`src/design/uartrdc_pkg.sv`:
```
// Package for the UART register datagram codec: codes, constants, CRC8 step.
// No dependencies.
`default_nettype none

package uartrdc_pkg;

    localparam logic [7:0] SYNC_BYTE   = 8'h05;
    localparam logic [7:0] MASTER_ADDR = 8'hFF;
    localparam logic [7:0] CRC_POLY    = 8'h07;
    localparam logic       WRITE_FLAG  = 1'b1;

    localparam int IN_TDATA_W  = 48;
    localparam int OUT_TDATA_W = 48;

    localparam logic KIND_TX    = 1'b0;
    localparam logic KIND_REPLY = 1'b1;

    typedef enum logic [1:0] {
        ACT_WRITE = 2'd0,
        ACT_READ  = 2'd1,
        ACT_REPLY = 2'd2
    } t_action;

    typedef enum logic [2:0] {
        ST_OK         = 3'd0,
        ST_BAD_SYNC   = 3'd1,
        ST_BAD_MASTER = 3'd2,
        ST_BAD_REG    = 3'd3,
        ST_BAD_CRC    = 3'd4
    } t_status;

    // one byte into the CRC, LSB first
    function automatic logic [7:0] crc8_feed(input logic [7:0] crc, input logic [7:0] data);
        logic [7:0] c;
        c = crc;
        for (int i = 0; i < 8; i++) begin
            if (c[7] ^ data[i]) begin
                c = {c[6:0], 1'b0} ^ CRC_POLY;
            end else begin
                c = {c[6:0], 1'b0};
            end
        end
        return c;
    endfunction

endpackage

`default_nettype wire

```
`src/design/uart_register_datagram_codec.sv`:
```
// Top level of the UART register datagram codec: request builder and reply checker.
// Depends on uartrdc_pkg.
//
//  channel  | dir | tdata (low bit up)                         | tuser   | tlast
//  s_axis   | in  | reg_address[6:0] write_value[38:7] rx[46:39]| action  | -
//  m_axis   | out | tx_byte[7:0] reply_value[39:8] status[42:40]| kind    | last
//  cfg      | in  | node_address[7:0]                          | -       | -
//
// A reply check result passes through the byte buffer and the output register onto
// m_axis after its final byte is taken. A write request streams 8 bytes, a read 4,
// one per cycle from a byte buffer whose CRC runs along with the bytes sent; the
// next item is taken in the cycle the last byte moves to the output register.
// Synchronous active-low reset clears control state and the node address.
// An output stall holds the output register and then the byte buffer.
`default_nettype none

module uart_register_datagram_codec (
    input  wire                                i_clk,
    input  wire                                i_rst_n,
    input  wire                                i_s_axis_tvalid,
    output logic                               o_s_axis_tready,
    // reg_address, write_value, rx_byte, zero pad
    input  wire  [uartrdc_pkg::IN_TDATA_W-1:0] i_s_axis_tdata,
    // action
    input  wire  [1:0]                         i_s_axis_tuser,
    output logic                               o_m_axis_tvalid,
    input  wire                                i_m_axis_tready,
    // tx_byte, reply_value, reply_status, zero pad
    output logic [uartrdc_pkg::OUT_TDATA_W-1:0] o_m_axis_tdata,
    // out_kind
    output logic [0:0]                         o_m_axis_tuser,
    output logic                               o_m_axis_tlast,
    input  wire                                i_cfg_valid,
    output logic                               o_cfg_ready,
    input  wire  [7:0]                         i_cfg_data
);
    import uartrdc_pkg::*;

    logic [6:0]  in_reg;
    logic [31:0] in_value;
    logic [7:0]  in_rx;
    logic        in_fire;
    logic        out_free;
    logic        gen_emit;

    logic [7:0]  r_node;

    logic [2:0]  r_reply_count, n_reply_count;
    logic [7:0]  r_reply_crc, n_reply_crc;
    logic [31:0] r_reply_data, n_reply_data;
    t_status     r_reply_error, n_reply_error;
    logic [6:0]  r_expected, n_expected;

    // byte buffer feeding the output register
    logic [3:0]  r_gen_left, n_gen_left;
    logic        r_gen_kind, n_gen_kind;
    logic [55:0] r_gen_buf, n_gen_buf;
    logic [7:0]  r_gen_crc, n_gen_crc;
    logic [31:0] r_gen_value, n_gen_value;
    t_status     r_gen_status, n_gen_status;

    logic        r_out_valid, n_out_valid;
    logic        r_out_kind, n_out_kind;
    logic [7:0]  r_out_byte, n_out_byte;
    logic        r_out_last, n_out_last;
    logic [31:0] r_out_value, n_out_value;
    t_status     r_out_status, n_out_status;

    t_status     chk_status;

    assign in_reg   = i_s_axis_tdata[6:0];
    assign in_value = i_s_axis_tdata[38:7];
    assign in_rx    = i_s_axis_tdata[46:39];

    assign out_free = !r_out_valid || i_m_axis_tready;
    assign gen_emit = out_free && (r_gen_left != 4'd0);
    assign o_s_axis_tready = (r_gen_left == 4'd0) || ((r_gen_left == 4'd1) && out_free);
    assign in_fire = i_s_axis_tvalid && o_s_axis_tready;
    assign o_cfg_ready = 1'b1;

    assign o_m_axis_tvalid = r_out_valid;
    assign o_m_axis_tuser  = r_out_kind;
    assign o_m_axis_tlast  = r_out_last;
    assign o_m_axis_tdata  = {5'd0, r_out_status, r_out_value, r_out_byte};

    always_comb begin
        n_reply_count = r_reply_count;
        n_reply_crc   = r_reply_crc;
        n_reply_data  = r_reply_data;
        n_reply_error = r_reply_error;
        n_expected    = r_expected;
        n_gen_left    = r_gen_left;
        n_gen_kind    = r_gen_kind;
        n_gen_buf     = r_gen_buf;
        n_gen_crc     = r_gen_crc;
        n_gen_value   = r_gen_value;
        n_gen_status  = r_gen_status;
        n_out_valid   = r_out_valid;
        n_out_kind    = r_out_kind;
        n_out_byte    = r_out_byte;
        n_out_last    = r_out_last;
        n_out_value   = r_out_value;
        n_out_status  = r_out_status;
        chk_status    = r_reply_error;

        if (out_free) begin
            n_out_valid = gen_emit;
        end
        if (gen_emit) begin
            n_gen_left = r_gen_left - 4'd1;
            n_out_kind = r_gen_kind;
            if (r_gen_kind == KIND_REPLY) begin
                n_out_byte   = 8'd0;
                n_out_last   = 1'b0;
                n_out_value  = r_gen_value;
                n_out_status = r_gen_status;
            end else if (r_gen_left == 4'd1) begin
                n_out_byte   = r_gen_crc;
                n_out_last   = 1'b1;
                n_out_value  = 32'd0;
                n_out_status = ST_OK;
            end else begin
                n_out_byte   = r_gen_buf[55:48];
                n_out_last   = 1'b0;
                n_out_value  = 32'd0;
                n_out_status = ST_OK;
                n_gen_buf    = {r_gen_buf[47:0], 8'd0};
                n_gen_crc    = crc8_feed(r_gen_crc, r_gen_buf[55:48]);
            end
        end

        if (in_fire) begin
            case (t_action'(i_s_axis_tuser))
                ACT_WRITE: begin
                    n_gen_left = 4'd8;
                    n_gen_kind = KIND_TX;
                    n_gen_buf  = {SYNC_BYTE, r_node, WRITE_FLAG, in_reg, in_value};
                    n_gen_crc  = 8'd0;
                end
                ACT_READ: begin
                    n_gen_left    = 4'd4;
                    n_gen_kind    = KIND_TX;
                    n_gen_buf     = {SYNC_BYTE, r_node, 1'b0, in_reg, 32'd0};
                    n_gen_crc     = 8'd0;
                    n_expected    = in_reg;
                    n_reply_count = 3'd0;
                    n_reply_crc   = 8'd0;
                    n_reply_data  = 32'd0;
                    n_reply_error = ST_OK;
                end
                ACT_REPLY: begin
                    if (r_reply_count != 3'd7) begin
                        n_gen_left = 4'd0;
                        if (r_reply_error == ST_OK) begin
                            if (r_reply_count == 3'd0 && in_rx != SYNC_BYTE) begin
                                n_reply_error = ST_BAD_SYNC;
                            end else if (r_reply_count == 3'd1 && in_rx != MASTER_ADDR) begin
                                n_reply_error = ST_BAD_MASTER;
                            end else if (r_reply_count == 3'd2 && in_rx != {1'b0, r_expected}) begin
                                n_reply_error = ST_BAD_REG;
                            end
                        end
                        if (r_reply_count >= 3'd3) begin
                            n_reply_data = {r_reply_data[23:0], in_rx};
                        end
                        n_reply_crc   = crc8_feed(r_reply_crc, in_rx);
                        n_reply_count = r_reply_count + 3'd1;
                    end else begin
                        if (r_reply_error == ST_OK && in_rx != r_reply_crc) begin
                            chk_status = ST_BAD_CRC;
                        end
                        n_gen_left    = 4'd1;
                        n_gen_kind    = KIND_REPLY;
                        n_gen_status  = chk_status;
                        n_gen_value   = (chk_status == ST_OK) ? r_reply_data : 32'd0;
                        n_reply_count = 3'd0;
                        n_reply_crc   = 8'd0;
                        n_reply_data  = 32'd0;
                        n_reply_error = ST_OK;
                    end
                end
                default: begin
                    // unused action: no result, state kept
                    n_gen_left = 4'd0;
                end
            endcase
        end
    end

    always_ff @(posedge i_clk) begin
        if (!i_rst_n) begin
            r_node        <= 8'd0;
            r_reply_count <= 3'd0;
            r_reply_crc   <= 8'd0;
            r_reply_data  <= 32'd0;
            r_reply_error <= ST_OK;
            r_expected    <= 7'd0;
            r_gen_left    <= 4'd0;
            r_out_valid   <= 1'b0;
        end else begin
            if (i_cfg_valid) begin
                r_node <= i_cfg_data;
            end
            r_reply_count <= n_reply_count;
            r_reply_crc   <= n_reply_crc;
            r_reply_data  <= n_reply_data;
            r_reply_error <= n_reply_error;
            r_expected    <= n_expected;
            r_gen_left    <= n_gen_left;
            r_out_valid   <= n_out_valid;
        end
    end

    always_ff @(posedge i_clk) begin
        r_gen_kind   <= n_gen_kind;
        r_gen_buf    <= n_gen_buf;
        r_gen_crc    <= n_gen_crc;
        r_gen_value  <= n_gen_value;
        r_gen_status <= n_gen_status;
        r_out_kind   <= n_out_kind;
        r_out_byte   <= n_out_byte;
        r_out_last   <= n_out_last;
        r_out_value  <= n_out_value;
        r_out_status <= n_out_status;
    end

endmodule

`default_nettype wire

```
`config.mk`:
```
export PLATFORM = sky130hd
export DESIGN_NAME = uart_register_datagram_codec
export DESIGN_NICKNAME = d
export VERILOG_FILES = /design/src/design/uartrdc_pkg.sv /design/src/design/uart_register_datagram_codec.sv
export SDC_FILE = /design/constraint.sdc
export NUM_CORES = 1
export LEC_CHECK = 0
export BUFFER_PORTS_ARGS = -buffer_cell sky130_fd_sc_hd__buf_2
export CORE_MARGIN = 8
export CORE_UTILIZATION = 58
export DETAILED_ROUTE_END_ITERATION = 12
export PLACE_DENSITY = 0.8
export SKIP_CTS_REPAIR_TIMING = 1
export SLEW_MARGIN = 20
export SYNTH_ARGS = -nofsm -noshare
export SYNTH_HDL_FRONTEND = slang
export SYNTH_SLANG_ARGS = --single-unit
export TNS_END_PERCENT = 1
```
`constraint.sdc`:
```
create_clock -name i_clk -period 4.4 [get_ports i_clk]
set_input_delay 1.1 -clock i_clk [delete_from_list [all_inputs] [get_ports i_clk]]
set_output_delay 1.1 -clock i_clk [all_outputs]
set_load 0.005 [all_outputs]
```
==> metrics.txt <==
status=finished clean; kind of critical path=in -> out; Clock Tree Buf Depth=3; Crit path arrival time=1.93 ns; initial core utilization=0.5945; sequential fraction of the synthesis area=0.5549; die area=19830 um^2; highest metal used=met5; Main synth FF type=dfxtp_1; pwr dens=654.2 nW/um^2; final worst path period need=3.026 ns; final wirelength=17.56 mm; clk slew on worst S/H paths=0.06 ns; max_cap viols=0; GPL Wtd Cong=0.8064; CTS Sinks=210; flops & latches, synth=210; std cell rows=45; multi-input gate area in the final layout=3681 um^2; port bufs=108; Leakage=0.004044 uW; fin cells=1122; post-synth top area share=0.2858; Met3 Wirelength=1.321 mm; WL met2=8.340 mm; post-synth cell types=56; fmax=330.4 MHz; actual slew at the worst max-slew pin=1.073 ns; n_diodes=0; Via-to-Cell Ratio=5.454; initial antenna violation count=3; wire length on met1=7.585 mm; Final #Nets=994; total number of vias=6119; register cell area after layout=5015 um^2; Critical Path RT=3.30 ns; setup TNS after final layout=0 ns; vias in the first global route=5968; syn_area_per_cell=10.78 um^2; skew final=0.01805 ns; Slew Limit Fails=0; H-tree levels=1; Cells after Synth=838; Yosys warning count=0; design area=10330 um^2; Setup WS post-layout=1.374 ns; remaining antenna violation count=0; Die Wd=140.8 um; Final Hold Fails=0; # DRC=0; placed insts=1082; DRT iter0 DRCs=363; worst slack after detailed placement=1.149 ns; largest net degree at the start of global routing=63; Top-Level Pins=116; layout cells sized above 1=0.1777; fillcell total=1125; dpl cell area=9597 um^2; most common cell after layout, fill and taps aside=dfxtp_1; Final Setup Violations=0; Cell Area, Synth=9037 um^2; later-pin clock latency in the skew report=0.50 ns; first-pass GRT wire length=29.06 mm; post-DP HPWL=11.89 mm; core area=15200 um^2; Num CTS Buffers=22; Die Y=140.8 um; CTS tree=done; post-route fraction of the period consumed by the critical path=0.6878; Area Growth Syn to Fin=14.32%; VDD IR max=0.3888 mV; commonest non-fill, non-tap cells in the layout=dfxtp_1, buf_2, nand2_1; RSZ-0062 raised after global routing=no; Rel. slew slack=0.2839; Total GRT Usage=0.1764; drt pass-1 iters=5; synth top area cells=dfxtp_1, edfxtp_1, mux2i_1, and2_1, nand2_1; critical-path maximum fanout=6; WL per Instance=15.65 um; Synth async-reset ratio=0; CTS root buffer=clkbuf_16; area leader, netlist=dfxtp_1; crit path capture type=output pin; number of flops mapped to enable cells by yosys=81; min-delay worst type=reg -> reg; CP startpoint kind=input pin; Congestion Overflow GR=0
power by group:
group	leakage [uW]	internal [uW]	total (uW)	switching, uW
combinational	0.00184	942	2020	1080
sequential	0.00185	2600	2870	265
clock	0.000349	1130	1870	732
total	0.00404	4680	6760	2080
cell type report:
cell class | count | area share
multi-input cells | 557 | 0.3563
repair buffers | 119 | 0.06152
flip-flops and latches | 210 | 0.4854
well taps | 188 | 0.02277
inverters | 8 | 0.002907
clock buffers | 28 | 0.05753
clock inverters | 12 | 0.01356
synthesized netlist by cell type (2+ instances only):
cell type  count
a22oi_1        3
dfxtp_1      129
buf_4          7
or3_1          6
nor2_1        33
nor3_1         5
a31oi_1        6
or4_1          2
o21ai_0       23
a211oi_1       3
nand2_1       98
nand2b_1       2
edfxtp_1      81
o2bb2ai_1     32
or3b_2         2
xnor3_1        6
nor4_1         4
buf_6          4
clkbuf_1      37
inv_1          7
ha_1          13
mux2i_1       56
buf_1          4
nand3_1       49
xnor2_1       32
and3_1         4
nand4_1        7
a21oi_1       54
conb_1         2
buf_2         14
xor2_1        20
and2_1        69
metrics by stage:
step / hold WS, ns / power (uW) / util
5_1_grt: 0.4626 / 7164 / 0.6796
3_3_place_gp: 0.4372 / 4864 / 0.6313
2_1_floorplan: 0.4244 / 4403 / -
6_report: 0.4464 / 6758 / 0.6796
3_5_place_dp: 0.4420 / 4935 / 0.6313
4_1_cts: 0.4490 / 6804 / 0.6796
kinds of logic (layout without fill, tap and decap cells):
group | after synthesis | count (layout) | synth area share
DFF | 210 | 210 | 0.5549
buffers and inverters | 75 | 167 | 0.04043
adders and majority gates | 13 | 13 | 0.01800
muxes | 57 | 57 | 0.06327
AOI/OAI and AO/OA | 129 | 129 | 0.09068
xor gates and xnor gates | 59 | 59 | 0.06798
other | 2 | 6 | 0.0008310
and+or+nand+nor | 293 | 293 | 0.1639
critical path, cell delays in order:
cell,delay (ns)
buf_2,0.11
nand2b_1,0.21
a21oi_1,0.29
nor2_1,0.07
buf_2,0.15
state kept, by name, summed over array words and instances, names as in the netlist, 2 cells and up:
register       cells
r_expected         7
r_gen_buf         56
r_gen_crc          8
r_gen_left         4
r_gen_status       3
r_gen_value       32
r_node             8
r_out_byte         8
r_out_status       3
r_out_value       32
r_reply_count      3
r_reply_crc        8
r_reply_data      32
r_reply_error      2
per-layer routing:
layer	global-route usage	up-vias
li1	-	3077
met1	0.2174	2850
met2	0.2954	156
met3	0.05199	30
met4	0.04864	6
met5	0	-
path summary, 6_finish.rpt:
check	slack [ns]	from	cells after the start	to
min reg2reg	0.45	r_reply_data[29]$_SDFFE_PN0P_	2	r_reply_data[29]$_SDFFE_PN0P_
max reg2reg	1.86	r_gen_left[1]$_SDFFE_PN0P_	7	r_gen_buf[33]$_DFF_P_
min	0.45	r_reply_data[29]$_SDFFE_PN0P_	2	r_reply_data[29]$_SDFFE_PN0P_
max	1.37	i_m_axis_tready	5	o_s_axis_tready
(Power assumes the default switching activity.)
